<file path="config.mk">
export PLATFORM = sky130hd
export DESIGN_NAME = uvc_payload_frame_splitter
export DESIGN_NICKNAME = d
export VERILOG_FILES = /design/src/uvcfs_pkg.sv /design/src/uvc_payload_frame_splitter.sv /design/src/uvcfs_parse.sv /design/src/uvcfs_outq.sv
export SDC_FILE = /design/constraint.sdc
export NUM_CORES = 1
export LEC_CHECK = 0
export BUFFER_PORTS_ARGS = -buffer_cell sky130_fd_sc_hd__buf_2
export CORE_ASPECT_RATIO = 0.7
export CORE_UTILIZATION = 45
export DETAILED_ROUTE_END_ITERATION = 16
export GPL_TIMING_DRIVEN = 0
export HOLD_SLACK_MARGIN = 0.03
export SETUP_SLACK_MARGIN = 0.05
export SLEW_MARGIN = 20
export SYNTH_ARGS = -nofsm -noshare
export SYNTH_HDL_FRONTEND = slang
export SYNTH_HIERARCHICAL = 1
export SYNTH_SLANG_ARGS = --single-unit
</file>
<file path="constraint.sdc">
create_clock -name i_clk -period 6.9 [get_ports i_clk]
set_clock_uncertainty 0.05 [all_clocks]
set_input_delay 1.035 -clock i_clk [delete_from_list [all_inputs] [get_ports i_clk]]
set_output_delay 1.035 -clock i_clk [all_outputs]
set_load 0.02 [all_outputs]
</file>
<file path="src/uvcfs_pkg.sv">
`default_nettype none

package uvcfs_pkg;

    localparam int unsigned HDR_LEN     = 12;
    localparam int unsigned MIN_CHUNK   = 13;
    localparam logic [11:0] CHUNK_RESET = 12'd2040;

    localparam int unsigned FLAG_FID_BIT = 0;
    localparam int unsigned FLAG_EOF_BIT = 1;
    localparam int unsigned FLAG_PTS_BIT = 2;
    localparam int unsigned FLAG_ERR_BIT = 6;

    localparam int unsigned Q_DEPTH = 4;

    typedef enum logic [1:0] {
        CK_FIRST   = 2'd0,
        CK_INTER   = 2'd1,
        CK_LAST    = 2'd2,
        CK_DISCARD = 2'd3
    } t_ckind;

    typedef enum logic [1:0] {
        RK_CLOSE   = 2'd0,
        RK_BEGIN   = 2'd1,
        RK_PAYLOAD = 2'd2
    } t_rkind;

    typedef struct packed {
        t_rkind     rkind;
        t_ckind     ckind;
        logic [7:0] data;
        logic       chunk_last;
        logic       run_last;
    } t_res;

endpackage

`default_nettype wire

</file>
<file path="src/uvc_payload_frame_splitter.sv">
// Payload header deframer for a byte stream of transfers.
// Slave channel: one transfer byte per word, tlast on the final byte of a
// transfer. Each transfer is cut into chunks of at most chunk_size bytes
// (13 if smaller), each led by a 12-byte header that is checked and classified.
// Master channel: per word a result kind and chunk kind in tuser, the payload
// byte and an end-of-chunk flag in tdata, tlast on the final result of the
// input byte. Header byte 11 of an accepted chunk yields a chunk-begins word,
// preceded by a data-less close word when a frame boundary follows an inter
// chunk; each later byte yields one payload word.
// chunk_size is written through i_cfg_we/i_cfg_wdata; the user must do so only
// while idle, which the block does not enforce. Results are registered in the
// output queue. Throughput: one byte per cycle while s_tready is high; a
// four-word result queue absorbs the extra close word, and s_tready drops
// only when it holds three or more words. When the receiver stalls, results
// collect in the queue; input is held off once it cannot take two more words.
// Reset clears the chunk state, stored PTS/FID and queue; chunk_size returns
// to 2040.
`default_nettype none

module uvc_payload_frame_splitter
    import uvcfs_pkg::*;
(
    input  wire         i_clk,
    input  wire         i_rst_n,
    input  wire         s_tvalid,
    output logic        s_tready,
    input  wire  [7:0]  s_tdata,   // [7:0] data_byte
    input  wire         s_tlast,   // end_of_transfer
    output logic        m_tvalid,
    input  wire         m_tready,
    output logic [15:0] m_tdata,   // [7:0] payload_byte, [8] last_of_chunk, rest zero
    output logic [3:0]  m_tuser,   // [1:0] result_kind, [3:2] chunk_kind
    output logic        m_tlast,   // run_last
    input  wire         i_cfg_we,
    input  wire  [11:0] i_cfg_wdata
);

    logic [11:0] r_chunk_size;
    logic        accept;
    logic        room;
    t_res [1:0]  res;
    logic [1:0]  res_cnt;
    logic [1:0]  push_cnt;
    t_res        head;

    always_ff @(posedge i_clk) begin
        if (!i_rst_n) begin
            r_chunk_size <= CHUNK_RESET;
        end else if (i_cfg_we) begin
            r_chunk_size <= i_cfg_wdata;
        end
    end

    assign s_tready = room;
    assign accept   = s_tvalid && room;
    assign push_cnt = accept ? res_cnt : 2'd0;

    uvcfs_parse u_parse (
        .i_clk        (i_clk),
        .i_rst_n      (i_rst_n),
        .i_accept     (accept),
        .i_byte       (s_tdata),
        .i_eot        (s_tlast),
        .i_chunk_size (r_chunk_size),
        .o_res        (res),
        .o_res_cnt    (res_cnt)
    );

    uvcfs_outq u_outq (
        .i_clk      (i_clk),
        .i_rst_n    (i_rst_n),
        .i_res      (res),
        .i_push_cnt (push_cnt),
        .i_pop      (m_tready),
        .o_room     (room),
        .o_valid    (m_tvalid),
        .o_head     (head)
    );

    assign m_tdata = {7'd0, head.chunk_last, head.data};
    assign m_tuser = {head.ckind, head.rkind};
    assign m_tlast = head.run_last;

endmodule

`default_nettype wire

</file>
<file path="src/uvcfs_parse.sv">
`default_nettype none

module uvcfs_parse
    import uvcfs_pkg::*;
(
    input  wire         i_clk,
    input  wire         i_rst_n,
    input  wire         i_accept,
    input  wire  [7:0]  i_byte,
    input  wire         i_eot,
    input  wire  [11:0] i_chunk_size,
    output t_res [1:0]  o_res,
    output logic [1:0]  o_res_cnt
);

    logic [11:0] r_pos,   n_pos;
    logic [7:0]  r_flags, n_flags;
    logic [31:0] r_pts,   n_pts;
    logic [31:0] r_spts,  n_spts;
    logic        r_sfid,  n_sfid;
    t_ckind      r_prev,  n_prev;
    t_ckind      r_cur,   n_cur;
    logic        r_drop,  n_drop;

    logic [11:0] eff_m1;
    logic        ends;
    logic        fid;
    logic        emit_hdr;
    t_ckind      kind;
    logic        close;
    t_res        res_close;
    t_res        res_main;

    always_comb begin
        eff_m1 = (i_chunk_size < 12'(MIN_CHUNK)) ? 12'(MIN_CHUNK - 1) : (i_chunk_size - 12'd1);
        ends   = i_eot || (r_pos >= eff_m1);

        n_flags = r_flags;
        n_pts   = r_pts;
        n_drop  = r_drop;
        n_spts  = r_spts;
        n_sfid  = r_sfid;
        n_prev  = r_prev;
        n_cur   = r_cur;

        if (r_pos == 12'd0) begin
            n_drop  = (i_byte != 8'(HDR_LEN));
            n_flags = 8'd0;
            n_pts   = 32'd0;
        end else if (!r_drop) begin
            case (r_pos)
                12'd1: begin
                    n_flags = i_byte;
                    n_drop  = i_byte[FLAG_ERR_BIT] || !i_byte[FLAG_PTS_BIT];
                end
                12'd2: n_pts[7:0]   = i_byte;
                12'd3: n_pts[15:8]  = i_byte;
                12'd4: n_pts[23:16] = i_byte;
                12'd5: n_pts[31:24] = i_byte;
                default: ;
            endcase
        end
        if (n_drop) begin
            n_prev = CK_DISCARD;
        end

        fid      = n_flags[FLAG_FID_BIT];
        emit_hdr = !n_drop && (r_pos == 12'(HDR_LEN - 1));
        close    = 1'b0;
        kind     = CK_INTER;
        if ((n_pts != r_spts) || (fid != r_sfid)) begin
            kind  = CK_FIRST;
            close = (r_prev == CK_INTER);
        end else if (n_flags[FLAG_EOF_BIT]) begin
            kind = CK_LAST;
        end

        res_close = '{rkind: RK_CLOSE, ckind: CK_LAST, data: 8'd0,
                      chunk_last: 1'b0, run_last: 1'b0};
        res_main  = '{rkind: RK_PAYLOAD, ckind: r_cur, data: i_byte,
                      chunk_last: ends, run_last: 1'b1};
        o_res_cnt = 2'd0;

        if (emit_hdr) begin
            res_main = '{rkind: RK_BEGIN, ckind: kind, data: 8'd0,
                         chunk_last: ends, run_last: 1'b1};
            n_cur  = kind;
            n_prev = kind;
            if (kind == CK_FIRST) begin
                n_spts = n_pts;
                n_sfid = fid;
            end else if (kind == CK_LAST) begin
                n_spts = 32'd0;
            end
            o_res_cnt = close ? 2'd2 : 2'd1;
        end else if (!n_drop && (r_pos >= 12'(HDR_LEN))) begin
            o_res_cnt = 2'd1;
        end

        if (close && emit_hdr) begin
            o_res[0] = res_close;
            o_res[1] = res_main;
        end else begin
            o_res[0] = res_main;
            o_res[1] = res_main;
        end

        if (ends && (r_pos < 12'(HDR_LEN - 1))) begin
            n_drop = 1'b1;
            n_prev = CK_DISCARD;
        end

        n_pos = ends ? 12'd0 : (r_pos + 12'd1);
    end

    always_ff @(posedge i_clk) begin
        if (!i_rst_n) begin
            r_pos   <= 12'd0;
            r_flags <= 8'd0;
            r_pts   <= 32'd0;
            r_spts  <= 32'd0;
            r_sfid  <= 1'b0;
            r_prev  <= CK_DISCARD;
            r_cur   <= CK_FIRST;
            r_drop  <= 1'b0;
        end else if (i_accept) begin
            r_pos   <= n_pos;
            r_flags <= n_flags;
            r_pts   <= n_pts;
            r_spts  <= n_spts;
            r_sfid  <= n_sfid;
            r_prev  <= n_prev;
            r_cur   <= n_cur;
            r_drop  <= n_drop;
        end
    end

endmodule

`default_nettype wire

</file>
<file path="src/uvcfs_outq.sv">
`default_nettype none

module uvcfs_outq
    import uvcfs_pkg::*;
(
    input  wire         i_clk,
    input  wire         i_rst_n,
    input  wire t_res [1:0] i_res,
    input  wire  [1:0]  i_push_cnt,
    input  wire         i_pop,
    output logic        o_room,
    output logic        o_valid,
    output t_res        o_head
);

    localparam int unsigned CW = $clog2(Q_DEPTH + 1);
    localparam int unsigned IW = $clog2(Q_DEPTH);

    t_res [Q_DEPTH-1:0] r_q, n_q;
    logic [CW-1:0]      r_cnt, n_cnt;
    logic [CW-1:0]      base;

    always_comb begin
        n_q  = r_q;
        base = r_cnt;
        if (i_pop && (r_cnt != '0)) begin
            for (int i = 0; i < Q_DEPTH - 1; i++) begin
                n_q[i] = r_q[i+1];
            end
            base = r_cnt - CW'(1);
        end
        for (int i = 0; i < Q_DEPTH; i++) begin
            if ((i_push_cnt != 2'd0) && (IW'(i) == base[IW-1:0])) begin
                n_q[i] = i_res[0];
            end
            if ((i_push_cnt == 2'd2) && (IW'(i) == IW'(base + CW'(1)))) begin
                n_q[i] = i_res[1];
            end
        end
        n_cnt = base + CW'(i_push_cnt);
    end

    always_ff @(posedge i_clk) begin
        if (!i_rst_n) begin
            r_cnt <= '0;
        end else begin
            r_cnt <= n_cnt;
        end
    end

    always_ff @(posedge i_clk) begin
        r_q <= n_q;
    end

    assign o_room  = (r_cnt <= CW'(Q_DEPTH - 2));
    assign o_valid = (r_cnt != '0);
    assign o_head  = r_q[0];

endmodule

`default_nettype wire

</file>
---- After elaboration in Yosys (flattened, before gate mapping) ----
Index checks and enable logic that the tools add are counted.
operators by class
  reductions and logical operators ........ 35
  div/mod/pow operators ................... 0
  add/sub/neg operators ................... 5
  equal/unequal tests ..................... 18
  bitwise operators ....................... 0
  muxes and demuxes ....................... 39
  $mul .................................... 0
  shifts and indexed selects .............. 0
  magnitude comparators ................... 5
operators with widths
  operator                                                                               number
  14-bit two-way mux                                                                     10
  32-bit two-way mux                                                                     4
  42-bit two-way mux                                                                     1
  8-bit two-way mux                                                                      4
  32-bit inequality test                                                                 1
  12-bit by 2-bit == test with 1-bit output (second input constant)                      2
  12-bit by 3-bit == test with 1-bit output (second input constant)                      2
  12-bit by 4-bit < comparator with 1-bit output (second input constant)                 2
  12-bit two-way mux                                                                     2
  2-bit two-way mux                                                                      11
  3-bit nonzero test                                                                     5
  1-bit logical AND                                                                      14
  12-bit by 1-bit adder with 12-bit output (second input constant)                       1
  12-bit by 1-bit == test with 1-bit output (second input constant)                      1
  12-bit by 4-bit == test with 1-bit output (second input constant)                      1
  12-bit greater-or-equal comparator                                                     1
  12-bit by 4-bit greater-or-equal comparator with 1-bit output (second input constant)  1
  12-bit logical NOT                                                                     1
  12-bit by 1-bit subtractor with 12-bit output (second input constant)                  1
  2-bit == test (first input constant)                                                   4
  8-bit by 4-bit inequality test with 1-bit output (second input constant)               1
  2-bit logical NOT                                                                      3
  1-bit two-way mux                                                                      6
  3-bit AND reduction                                                                    2
  13 further kinds                                                                       21
storage, ports and cells
  word-level logic and storage cells ...... 132
  register bits ........................... 155
  bits of input ports ..................... 26
  bits in writable memories ............... 0
  bits in read-only memories .............. 0
  bits in latches ......................... 0
  output and inout port bits .............. 23
  memories kept ........................... 0

---- Longest topological paths before layout ----
Gate-level depths: netlist (run 1).
  word-level depth ........................ 14
  gate-level depth with buffers ........... 19
  depth with buffers taken out ............ 17

---- Cells and area by module ----
The synthesis (run 1) kept the hierarchy.
by module, submodules not included
  module                      cells an instance  area each (um2)  instances  seq. area each (um2)
  uvcfs_parse                 648                5397.7           1          1681.6
  uvcfs_outq                  366                3868.7           1          1741.7
  uvc_payload_frame_splitter  49                 505.5            1          240.2

---- Worst setup path before layout (run 1) ----
Ideal clock, no wire load.
  path type ............................... reg-to-reg
  start point ............................. register u_parse.r_pos[1]
  end point ............................... register u_outq/r_q[14] in the netlist's numbering (enable)
  clock period less this slack ............ 5.078 ns
  buffers on the path ..................... 4
  arrival ................................. 4.634 ns
  path slack .............................. 1.822 ns
  required time ........................... 6.456 ns
  cell stages (with the launch flop) ...... 19
  library setup time ...................... 0.394 ns
  path through ............................ dfxtp_1 inv_1 ha_1 or4bb_1 buf_2 nor3_4 mux2i_1 a22o_1 or4_1 or3_1 buf_2 o211ai_1 inv_1 and3_1 or2_2 clkbuf_1 o211ai_1 buf_2 nand3_1
between the ends
  longest elaborated chain between the ends .. 13
  elaborated cells on any way between the ends .. 36
  classes of those cells .................. order compare: 1; eq/ne: 9; mux: 17; reduce/logical: 9
ends and longest elaborated chain
  item                                                               line                                source
  from (decl)                                                        uvcfs_parse.sv:16                   logic [11:0] r_pos, n_pos;
  from (signal assigned)                                             uvcfs_parse.sv:127                  r_pos <= n_pos;
  12-bit by 2-bit == test with 1-bit output (tied with other cells)  uvcfs_parse.sv:51                   case (r_pos)
  8-bit two-way mux or 2-bit two-way mux (tied branches)             uvcfs_parse.sv:51
  32-bit two-way mux or 2-bit two-way mux (tied branches)            uvcfs_parse.sv:50                   end else if (!r_drop) begin
  32-bit two-way mux or 2-bit two-way mux (tied branches)            uvcfs_parse.sv:46                   if (r_pos == 12'd0) begin
  32-bit inequality test or 1-bit inequality test (tied branches)    uvcfs_parse.sv:71                   if ((n_pts != r_spts) || (fid != r_sfid)) begin
  1-bit logical OR                                                   uvcfs_parse.sv:71
  1-bit two-way mux                                                  uvcfs_parse.sv:71
  2-bit two-way mux                                                  uvcfs_parse.sv:95                   o_res_cnt = close ? 2'd2 : 2'd1;
  2-bit two-way mux (*)                                              uvcfs_parse.sv:84                   if (emit_hdr) begin
  named net res_cnt[1]                                               uvc_payload_frame_splitter.sv:42    logic [1:0] res_cnt;
  2-bit two-way mux (*)                                              uvc_payload_frame_splitter.sv:56    assign push_cnt = accept ? res_cnt : 2'd0;
  named net push_cnt[1]                                              uvc_payload_frame_splitter.sv:43    logic [1:0] push_cnt;
  2-bit == test or 2-bit nonzero test (tied branches)                uvcfs_outq.sv:36, uvcfs_outq.sv:33
  1-bit logical AND (on tied branches)                               uvcfs_outq.sv:36, uvcfs_outq.sv:33
  3-bit nonzero test (no source line) (*)                            n/a
  to (signal assigned)                                               uvcfs_outq.sv:52                    r_q <= n_q;
  to (decl)                                                          uvcfs_outq.sv:19                    t_res [Q_DEPTH-1:0] r_q, n_q;
The timed path passes the listed nets; every way through them passes the cells marked *.
A chain may end at the register's enable or synchronous reset.

---- Worst setup path in the final report (run 1) ----
Same ends and word-level chain as after synthesis.

==> impl_summary.log, run 1 <==
INFO  metric fin_worst_hold_slack = 0.431 ns
INFO  metric timing.hold.worst.class = reg2reg
INFO  metric syn-instance-count = 1,063
INFO  metric cp_max_fo = 14
INFO  metric required = 6.90 ns
INFO  metric synth_simple_gate_area_share = between 10% and 20%
INFO  metric post_route_cells_drive_above_1_share = 17.5%
INFO  metric hold_buffers = 0
INFO  metric slew_headroom = around 28%
INFO  metric static-leakage-power = 0.00405 uW
INFO  metric post_synth_cell_types = 91
INFO  metric via_per_inst = 6.38
INFO  metric globalplace.congestion = 0.996
INFO  metric first_global_vias = 8,146
INFO  metric first_iter_violations = about 1,300
INFO  metric grt_use_total = 28.9%
INFO  metric final_antenna_net_count = 0
INFO  metric ys_seq_elements = 155
INFO  metric drc = 0
INFO  metric path_class = reg2reg
INFO  metric final-max-slew-violation-count = 0
INFO  metric worst_ir_drop_vdd = 173 uV
INFO  metric grt_antenna_before_repair = 0
INFO  metric finalSetupViolCount = 0
INFO  metric cts_tree = done
INFO  metric final_area = 11,000 sq um
INFO  metric n_fill_cell = roughly 2,000
INFO  metric cts_root_cell = clkbuf_16
INFO  metric dieHeight = 125 microns
INFO  metric seqCellArea = 3660 sq um
INFO  metric power_density = 277 nW/um^2
INFO  metric clkSlewWorstSetupHoldPaths = 0.07 ns
INFO  metric initial_core_utilization = 46.5%
INFO  metric synth.avg_cell_area = 9.19 sq um
INFO  metric total_detailed_routing_wirelength = 32,000 microns
INFO  metric core_area = 21,000 sq um
INFO  metric synth_async_sr_flop_share = 0%
INFO  metric first_pass_iters = 5
INFO  metric cp-end-kind = flip-flop
INFO  metric layout-area-overhead-vs-synth = 13.0%
INFO  metric predominant_post_synthesis_flop_cell = dfxtp_1
INFO  metric detailed_place_hpwl = 23,900 microns
INFO  metric cts_buffers = 17
INFO  metric hold_viol_final = 0
INFO  metric timing.critical_path.arrival = around 6.6 ns
INFO  metric largest_family_of_logic_cells_by_synthesized_area = compound AO/OA/AOI/OAI gates
INFO  metric post_synth_mux_area_share = 6.34%
INFO  metric finalWorstPathRequiredPeriod = 6.64 ns
INFO  metric fp.dieW = 178 microns
INFO  metric globalRoute.totalOverflow = 0
INFO  metric quantity_of_i_o_buffers_inserted_on_ports = 36
INFO  metric std_cell_rows = 44
INFO  metric clkLatencyLatePin = roughly 0.44 ns
INFO  metric design.portCount = 49
INFO  metric layout_worst_path_cycle_share = between 90% and 100%
INFO  metric crit_path_start_kind = flip-flop
INFO  metric nNetsFinal = approximately 1,200
INFO  metric seq_total_area_yosys = 37.5%
INFO  metric htree_levels = 4
INFO  metric multiInputGateArea = 5410 sq um
INFO  metric yosys.area_share.xor_xnor = under 10%
INFO  metric clock_path_buffers = 2
INFO  metric synth_compound_area_share = 23.9%
INFO  metric ys.warnings.count = 6
INFO  metric synth_enable_flop_cells = between 50 and 60
INFO  metric dr_total_vias = 9,053
INFO  metric worstMarginPinSlew = 1.07 ns
INFO  metric global_route_wire_length_before_repair = slightly below 50,000 microns
INFO  metric maxClockFrequency = 151 MHz
INFO  metric post_synth_fa_ha_maj_area_fraction = under 10%
INFO  metric status = completed
INFO  metric wl_per_cell = 22.6 microns
INFO  metric placedInstanceArea = 10,300 sq um
INFO  metric clock_sinks = 155
INFO  metric mappedNetlistArea = 9770 sq um
INFO  metric antenna_cells = 0
INFO  metric drv_cap = 0
INFO  metric fp.dieArea = 22,300 sq um
INFO  metric grt_start_max_net_pins = 17
==> what timing repair did <==
action | CTS | global route
gates cloned | 0 | 0
gates resized for setup | 3 | 4
pin swaps | 0 | 1
setup endpoints to repair | 28 | 76
buffers inserted | 0 | 4
==> final timing paths <==
kind                                               startpoint                             to  cells after the start  slack (ns)
worst max-delay path            u_parse/r_pos[1]$_SDFFE_PN0P_       u_outq/r_q[14]$_DFFE_PP_                     18        0.26
worst min-delay path            u_parse/r_cur[0]$_SDFFE_PN0P_  u_parse/r_cur[0]$_SDFFE_PN0P_                      2        0.43
worst max register to register  u_parse/r_pos[1]$_SDFFE_PN0P_       u_outq/r_q[14]$_DFFE_PP_                     18        0.26
worst min register to register  u_parse/r_cur[0]$_SDFFE_PN0P_  u_parse/r_cur[0]$_SDFFE_PN0P_                      2        0.43
==> cell usage in the layout, fill, tap and decap left out, types with 7 or more instances in the layout <==
| master | n |
|---|---|
| buf_2 | 57 |
| nand2_1 | 53 |
| nor2b_1 | 12 |
| a21oi_1 | 25 |
| o31ai_1 | 8 |
| nor2_1 | 69 |
| edfxtp_1 | 56 |
| mux2i_1 | 39 |
| dfxtp_1 | 99 |
| clkbuf_1 | 46 |
| xor2_1 | 12 |
| o211ai_1 | 7 |
| ha_1 | 21 |
| a31oi_1 | 43 |
| nand2b_1 | 14 |
| a22oi_1 | 18 |
| conb_1 | 8 |
| and2_1 | 28 |
| buf_6 | 7 |
| buf_4 | 42 |
| xnor2_1 | 7 |
| a211oi_2 | 10 |
| nor4_1 | 16 |
| nor3_1 | 12 |
| o21ai_0 | 59 |
| and3_1 | 9 |
| o2bb2ai_1 | 33 |
| a32oi_1 | 14 |
| nand3_1 | 51 |
| mux2_4 | 10 |
| nand4_1 | 27 |
| mux2_2 | 7 |
| a211oi_1 | 38 |
| clkbuf_16 | 19 |
| inv_1 | 29 |
==> synth_stat cells (all sizes together), types with 4 or more instances <==
cell type / instances / area (sq um)
nand2b: 14 / 87.6
nand2: 53 / 199
or4: 6 / 52.6
a211oi: 50 / 438
mux2: 17 / 229
nor4b: 4 / 35.0
o21ai: 65 / 333
a32oi: 14 / 123
clkbuf: 46 / 173
nand3: 55 / 275
a21o: 6 / 45.0
and2: 28 / 175
mux2i: 39 / 390
and3: 9 / 56.3
or3: 6 / 37.5
o2111ai: 5 / 50.0
or2: 4 / 25.0
nand4: 28 / 181
nor2b: 13 / 88.8
dfxtp: 99 / 1980
o31ai: 8 / 60.1
o22ai: 6 / 37.5
a31oi: 43 / 269
nor2: 69 / 259
nor4: 19 / 146
or4b: 4 / 40.0
o211ai: 7 / 52.6
xor2: 12 / 105
a21boi: 4 / 33.8
nor3: 18 / 145
a22oi: 18 / 135
inv: 30 / 118
buf: 68 / 480
o2bb2ai: 33 / 289
ha: 21 / 263
xnor2: 7 / 61.3
edfxtp: 56 / 1680
a21oi: 26 / 141
nand3b: 4 / 30.0
a2111oi: 4 / 35.0
==> final cells by class <==
class                      count  area share, %
multi-input combinational    769           49.0
sequential                   155           33.2
buffer                       114           5.91
clock buffer                  21           4.55
tap                          276           3.13
timing repair buffer          41           2.01
clock inverter                11           1.14
inverter                      31           1.10
==> routing by layer <==
metal  GRT usage, %  up-vias  routed length (microns)
li1               -     4164                        -
met1           45.7     4298                    15400
met2           36.5      555                    12300
met3           9.22       36                     3990
met4           7.49        0                      363
met5              0        -                        0
==> stage by stage <==
step	setup TNS, ns	total power, uW	worst slack, ns	utilization (%)	std cells
finish	0	3060	0.261	52.5	1418
global route	-0.620	3190	-0.0271	52.5	1418
CTS	0	3020	0.0727	52.3	1414
detailed placement	-0.0951	2000	-0.00784	49.2	1382
global placement	-3.20	1990	-0.179	49.1	1381
floorplan	0	1740	1.82	-	1069
==> worst max-delay path, stage by stage (launching register included) <==
cell and delay (ns):
dfxtp_1 0.36, inv_1 0.11, ha_1 0.25, or4bb_1 0.49
buf_2 0.22, nor3_4 0.51, mux2i_1 0.38, a222oi_1 0.45
nor4b_1 0.64, nand4b_1 0.19, buf_4 0.20, o211ai_1 0.46
inv_1 0.08, and3_1 0.22, or2_2 0.29, clkbuf_1 0.25
o211ai_1 0.33, buf_2 0.33, nand3_2 0.40
==> where the power goes <==
part           switching (uW)  internal, uW  total (uW)
registers                49.7          1070        1120
logic                     627           295         922
clock network             417           600        1020
total                    1090          1970        3060
==> sequential cells by signal, summed over array words and instances (netlist names) <==
signal	cells
r_chunk_size	12
u_outq/o_head	14
u_outq/r_cnt	3
u_outq/r_q	42
u_parse/r_cur	2
u_parse/r_drop	1
u_parse/r_flags	2
u_parse/r_pos	12
u_parse/r_prev	2
u_parse/r_pts	32
u_parse/r_sfid	1
u_parse/r_spts	32
==> cells by family (layout without fill, tap and decap cells) <==
| group | after synthesis | in the layout |
|---|---|---|
| muxes | 56 | 56 |
| buffers and inverters | 145 | 218 |
| other | 2 | 8 |
| and+or+nand+nor | 344 | 344 |
| AOI/OAI and AO/OA | 320 | 320 |
| xor gates and xnor gates | 19 | 19 |
| adders and majority gates | 22 | 22 |
| DFF | 155 | 155 |
Power figures use the tool's default switching activity.
==> run 2, diff against run 1 <==
--- a/config.mk
+++ b/config.mk
@@ -5,6 +5,7 @@
 export SDC_FILE = /design/constraint.sdc
 export NUM_CORES = 1
 export LEC_CHECK = 0
+export ABC_AREA = 1
 export BUFFER_PORTS_ARGS = -buffer_cell sky130_fd_sc_hd__buf_2
 export CORE_ASPECT_RATIO = 0.7
 export CORE_UTILIZATION = 45
==> impl_summary.log, run 2 <==
INFO  metric rsz0062_at_grt = no
INFO  metric hold_buffers = 0
INFO  metric wl_per_cell = 15.8 microns
INFO  metric regMostFlops = u_outq/r_q
INFO  metric fp.dieW = 177 microns
INFO  metric first_iter_violations = about 820
INFO  metric mappedNetlistArea = 9650 sq um
INFO  metric layout-area-overhead-vs-synth = 12.5%
INFO  metric initial_core_utilization = between 40 and 50%
INFO  metric grt_antenna_before_repair = 0
INFO  metric n_fill_cell = between 2,000 and 2,500
INFO  metric clkSlewWorstSetupHoldPaths = 0.06 ns
INFO  metric finalSetupViolCount = 0
INFO  metric layout_worst_path_cycle_share = 73.3%
INFO  metric cts_root_cell = clkbuf_16
INFO  metric clkLatencyLatePin = 0.43 ns
INFO  metric first_pass_iters = 5
INFO  metric yosys.area.top_type_share = 20.5%
INFO  metric finalWorstPathRequiredPeriod = roughly 5.1 ns
INFO  metric dr_total_vias = 8,959
INFO  metric final-max-slew-violation-count = 0
INFO  metric power_density = 289 nW/um^2
INFO  metric nNetsFinal = 1,461
INFO  metric clock_path_buffers = 2
INFO  metric design.portCount = 49
INFO  metric via_per_inst = 5.26
INFO  metric cts_tree = done
INFO  metric globalplace.congestion = 0.875
INFO  metric static-leakage-power = 0.00513 uW
INFO  metric crit_path_start_kind = flip-flop
INFO  metric post_synth_cell_types = 44
INFO  metric crit_end = u_outq/r_q[29]$_DFFE_PP_
INFO  metric worst_ir_drop_vdd = 181 uV
INFO  metric yosys-top-cells-count = nand2_1, inv_1, nand3_1, nor2_1, dfxtp_1
INFO  metric netlist.top_cell.by_area = dfxtp_1
INFO  metric drc = 0
INFO  metric crit_path_start = u_parse/r_pos[8]$_SDFFE_PN0P_
INFO  metric reg2reg_setup_slack = 1.84 ns
INFO  metric syn-instance-count = 1,348
INFO  metric clock_sinks = 155
INFO  metric timing.setup.tns = 0 ns
INFO  metric antenna_cells = 0
INFO  metric detailed_place_hpwl = between 15,000 and 20,000 microns
INFO  metric synth.avg_cell_area = about 7.2 sq um
INFO  metric grt_use_total = 24.9%
INFO  metric first_global_vias = 7,863
INFO  metric grt_start_max_net_pins = 17
INFO  metric rr_startpoint = u_parse/r_pos[8]$_SDFFE_PN0P_
INFO  metric maxClockFrequency = between 150 and 200 MHz
INFO  metric final_antenna_net_count = 0
INFO  metric mostFrequentLayoutCell = nand2_1
INFO  metric dieHeight = 125 microns
INFO  metric ys.warnings.count = 6
INFO  metric timing.critical_path.arrival = between 4 and 5 ns
INFO  metric post_route_cells_drive_above_1_share = between 10% and 20%
INFO  metric drv_cap = 0
INFO  metric ys_seq_elements = 155
INFO  metric post_cts_buffers = 0
INFO  metric worst-r2r-cell-count = 25
INFO  metric place_worst_setup_slack = 1.76 ns
INFO  metric rr_endpoint = u_outq/r_q[29]$_DFFE_PP_
INFO  metric cp_max_fo = 14
INFO  metric global_route_wire_length_before_repair = 42,500 microns
INFO  metric cp-end-kind = flip-flop
INFO  metric predominant_post_synthesis_flop_cell = dfxtp_1
INFO  metric worstMarginPinSlew = 0.892 ns
INFO  metric fp.dieArea = ~22,000 sq um
INFO  metric post_synth_main_area_contributors = dfxtp_1, edfxtp_1, nand2_1, inv_1, nand3_1
INFO  metric required = 6.79 ns
INFO  metric cp_slowest_cell = nand3_1
INFO  metric yosys.cell_count.top_type = nand2_1
INFO  metric status = completed
INFO  metric timing.hold.worst.class = reg2reg
INFO  metric globalRoute.totalOverflow = 0
INFO  metric path_class = reg2reg
INFO  metric total_detailed_routing_wirelength = 26,900 microns
INFO  metric synth_async_sr_flop_share = 0%
INFO  metric layout_top_registers = u_outq/r_q: 42 flops, u_parse/r_pts: 32 flops, u_parse/r_spts: 32 flops
INFO  metric core_area = approximately 21,000 sq um
INFO  metric std_cell_rows = 44
INFO  metric layout_common_cells = nand2_1, inv_1, nand3_1
INFO  metric slew_headroom = between 40% and 50%
INFO  metric quantity_of_i_o_buffers_inserted_on_ports = 40
INFO  metric seq_total_area_yosys = around 38%
INFO  metric largest_register_ff_count = 42
INFO  metric cts_buffers = 17
INFO  metric cpPeakStageDelay = 0.65 ns
INFO  metric htree_levels = 4
INFO  metric hold_viol_final = 0
INFO  metric synth_enable_flop_cells = 56
INFO  metric setup_slack = 1.84 ns
INFO  metric cts_resized = 0
-- run 2: cell count changes in the layout (fill, tap and decap cells not counted), moves of 39 or more --
cell / delta
nand2_1: +295
inv_1: +163
nand3_1: +92
a31oi_1: -42
nand4_1: +44
mux2i_1: -39
-- run 2: worst min path at each step --
stage / startpoint / to / slack [ns] / cells after the start
after floorplan: u_parse/r_prev[1]$_SDFFE_PN1P_ / u_parse/r_prev[1]$_SDFFE_PN1P_ / 0.38 / 2
after global placement: u_parse/r_prev[1]$_SDFFE_PN1P_ / u_parse/r_prev[1]$_SDFFE_PN1P_ / 0.41 / 2
after detailed placement: u_parse/r_prev[1]$_SDFFE_PN1P_ / u_parse/r_prev[1]$_SDFFE_PN1P_ / 0.41 / 2
after CTS: r_chunk_size[1]$_SDFFE_PN0P_ / r_chunk_size[1]$_SDFFE_PN0P_ / 0.42 / 2
after global routing: u_parse/r_prev[1]$_SDFFE_PN1P_ / u_parse/r_prev[1]$_SDFFE_PN1P_ / 0.45 / 2
final: u_parse/r_cur[0]$_SDFFE_PN0P_ / u_parse/r_cur[0]$_SDFFE_PN0P_ / 0.42 / 2
-- run 2: cell families (layout without fill, tap and decap cells) --
kind of cell	count (synthesis)	after routing	share of synthesized area, %
other cells	2	8	0.0778
fa+ha+maj	22	22	2.93
xor+xnor	17	17	1.54
compound gates	140	140	8.75
flops	155	155	38.0
simple gates	722	722	34.8
buf+inv	290	362	13.9
-- run 2: final cells by class --
class | count | area [sq um] | area share (%)
multi-input combinational | 909 | 4680 | 43.1
sequential | 155 | 3660 | 33.7
inverter | 203 | 762 | 7.02
buffer | 87 | 579 | 5.34
clock buffer | 17 | 425 | 3.92
tap | 276 | 345 | 3.18
timing repair buffer | 40 | 200 | 1.84
clock inverter | 15 | 198 | 1.82
-- run 2: where the power goes --
group	total, uW	internal [uW]	leakage [uW]	switching [uW]
Combinational	983	282	0.00350	701
Clock	1010	605	0.000293	403
Sequential	1140	1100	0.00133	46.8
-- run 2: per-layer routing --
metal  part of all wire (%)  track usage [%]  vias up
met2                     39             32.7      316
met3                    8.6             5.34       27
met4                   0.82             4.97        0
met5                      0                0        -
li1                       -                -     4442
met1                     52             40.4     4174
-- run 2: worst max-delay path, delay by kind of cell (launching register included) --
kind,cells,cell delay [ns]
buffers and inverters,7,0.97
flip-flops,1,0.36
AND/OR/NAND/NOR,18,3.17
-- run 2: through the flow --
step / util (%) / power, uW / cells / instance area, sq um / hold WS [ns]
2_1_floorplan: - / 1840 / 1354 / 9670 / 0.383
3_3_place_gp: 49.0 / 2100 / 1670 / 10200 / 0.405
3_5_place_dp: 49.0 / 2110 / 1670 / 10200 / 0.409
4_1_cts: 52.0 / 3130 / 1702 / 10900 / 0.423
5_1_grt: 52.0 / 3290 / 1702 / 10900 / 0.447
6_report: 52.0 / 3130 / 1702 / 10900 / 0.423
==> run 3, diff against run 2 <==
==> constraint.sdc (replaced) <==
create_clock -name i_clk -period 5 [get_ports i_clk]
set_clock_uncertainty 0.05 [all_clocks]
set_input_delay 0.75 -clock i_clk [delete_from_list [all_inputs] [get_ports i_clk]]
set_output_delay 0.75 -clock i_clk [all_outputs]
set_load 0.02 [all_outputs]
==> impl_summary.log, run 3 (synthesized netlist as in run 2, its figures left out) <==
INFO  metric htree_levels = 4
INFO  metric layout_common_cells = nand2_1, inv_1, nand3_1
INFO  metric final-max-slew-violation-count = 0
INFO  metric cts_buffers = 17
INFO  metric first_pass_iters = 7
INFO  metric post-layout-total-power = 4330 uW
INFO  metric globalplace.congestion = 0.875
INFO  metric hold_buffers = 0
INFO  metric via_per_inst = 5.27
INFO  metric cts_tree = done
INFO  metric globalRoute.totalOverflow = 0
INFO  metric dieHeight = 125 microns
INFO  metric detailed_place_hpwl = around 20,000 microns
INFO  metric setup_slack = 0.460 ns
INFO  metric drc = 0
INFO  metric timing.setup.tns = 0 ns
INFO  metric clkLatencyLatePin = around 0.43 ns
INFO  metric path_class = reg2reg
INFO  metric cts_root_cell = clkbuf_16
INFO  metric mostFrequentLayoutCell = nand2_1
INFO  metric worst_ir_drop_vdd = 250 uV
INFO  metric drv_cap = 0
INFO  metric finalSetupViolCount = 0
INFO  metric design.portCount = 49
INFO  metric reg2reg_setup_slack = 0.46 ns
INFO  metric clock_path_buffers = 2
INFO  metric n_fill_cell = ~2,000
INFO  metric slew_headroom = 41.3%
INFO  metric rsz0062_at_grt = no
INFO  metric layout-area-overhead-vs-synth = 12.9%
INFO  metric nNetsFinal = 1,461
INFO  metric clkSlewWorstSetupHoldPaths = 0.06 ns
INFO  metric hold_viol_final = 0
INFO  metric first_iter_violations = just over 900
INFO  metric clock_sinks = between 150 and 200
INFO  metric initial_core_utilization = between 40% and 50%
INFO  metric layout_worst_path_cycle_share = 90.8%
INFO  metric grt_antenna_before_repair = 0
INFO  metric place_worst_setup_slack = 0.0266 ns
INFO  metric cp-end-kind = flip-flop
INFO  metric antenna_cells = 0
INFO  metric maxClockFrequency = 220 MHz
INFO  metric wl_per_cell = 15.8 microns
INFO  metric power_density = slightly below 400 nW/um^2
INFO  metric quantity_of_i_o_buffers_inserted_on_ports = 40
INFO  metric dr_total_vias = 8,976
INFO  metric post_route_cells_drive_above_1_share = 16.0%
INFO  metric total_detailed_routing_wirelength = ~27,000 microns
INFO  metric timing.hold.worst.class = reg2reg
INFO  metric fp.dieW = 177 microns
INFO  metric cp_max_fo = 14
INFO  metric fp.dieArea = 22,000 sq um
INFO  metric fin_worst_hold_slack = roughly 0.42 ns
INFO  metric first_global_vias = 7,873
INFO  metric worstMarginPinSlew = 0.881 ns
INFO  metric layout_top_registers = u_outq/r_q: 42 flops, u_parse/r_pts: 32 flops, u_parse/r_spts: 32 flops
INFO  metric required = 5.00 ns
INFO  metric grt_start_max_net_pins = 17
INFO  metric regMostFlops = u_outq/r_q
INFO  metric final_antenna_net_count = 0
INFO  metric static-leakage-power = 0.00516 uW
INFO  metric global_route_wire_length_before_repair = 42,500 microns
INFO  metric status = completed
INFO  metric timing.critical_path.arrival = between 4 and 5 ns
INFO  metric std_cell_rows = 44
INFO  metric crit_path_start_kind = flip-flop
INFO  metric finalWorstPathRequiredPeriod = 4.54 ns
INFO  metric core_area = 20,900 sq um
INFO  metric largest_register_ff_count = 42
INFO  metric grt_use_total = 24.9%
-- run 3: cell count changes in the layout (fill, tap and decap cells not counted) --
cell | previous run | this run
clkbuf_1 | 20 | 17
clkbuf_2 | 0 | 3
nand3_1 | 143 | 140
nand3_4 | 6 | 9
nor2_1 | 104 | 103
nor2_2 | 5 | 6
-- run 3: metrics by stage --
step / instances / instance area, sq um / utilization [%]
6_report: 1702 / 10900 / 52.2
3_3_place_gp: 1670 / 10200 / 49.0
3_5_place_dp: 1670 / 10200 / 49.0
5_1_grt: 1702 / 10900 / 52.2
4_1_cts: 1702 / 10900 / 52.1
2_1_floorplan: 1354 / 9670 / -
-- run 3: area by class of cell --
| class | instances | area, sq um | area share [%] |
|---|---|---|---|
| well taps | 276 | 345 | 3.17 |
| clock inverters | 15 | 198 | 1.81 |
| clock buffers | 17 | 425 | 3.90 |
| inverters | 203 | 762 | 6.99 |
| flip-flops and latches | 155 | 3660 | 33.6 |
| multi-input cells | 909 | 4720 | 43.3 |
| repair buffers | 40 | 200 | 1.84 |
| plain buffers | 87 | 583 | 5.35 |
-- run 3: worst max-delay path, cell delays in order, from the launching register on --
cell	delay [ns]
dfxtp_1	0.43
inv_1	0.11
ha_1	0.25
inv_1	0.14
nor2_1	0.10
nand2_2	0.20
buf_2	0.35
nand4_1	0.13
nand2_1	0.09
nor2_1	0.05
nand2_1	0.08
nor2_1	0.05
nand2_1	0.09
nor2_2	0.05
nand2_1	0.18
nand3_1	0.10
inv_1	0.11
nand2_1	0.14
inv_1	0.08
inv_1	0.04
nor2_1	0.15
inv_1	0.12
nor2_2	0.34
nand3_2	0.14
buf_6	0.17
buf_6	0.17
o31ai_4	0.22
-- run 3: worst paths after layout --
check                                       end                     startpoint  depth (start not counted)
setup / recovery       u_outq/r_q[51]$_DFFE_PP_  u_parse/r_pos[1]$_SDFFE_PN0P_                         26
hold / removal    u_parse/r_cur[0]$_SDFFE_PN0P_  u_parse/r_cur[0]$_SDFFE_PN0P_                          2
setup reg to reg       u_outq/r_q[51]$_DFFE_PP_  u_parse/r_pos[1]$_SDFFE_PN0P_                         26
hold reg to reg   u_parse/r_cur[0]$_SDFFE_PN0P_  u_parse/r_cur[0]$_SDFFE_PN0P_                          2
-- run 3: metal layers --
metal	vias up	global-route usage, %	wire [microns]
li1	4444	-	-
met1	4191	40.4	14200
met2	315	32.7	10400
met3	26	5.34	2110
met4	0	4.97	228
met5	-	0	0
-- run 3: timing repair --
action | 4_1_cts | 5_1_grt
setup endpoints to repair | 35 | 72
gates resized for setup | 3 | 10
setup buffers | 0 | 0
pin swaps | 0 | 1
-- run 3: power by group --
part | switching, uW | total (uW) | internal (uW)
Clock | 557 | 1390 | 835
Sequential | 64.2 | 1570 | 1510
Combinational | 973 | 1370 | 397
Total | 1590 | 4330 | 2740
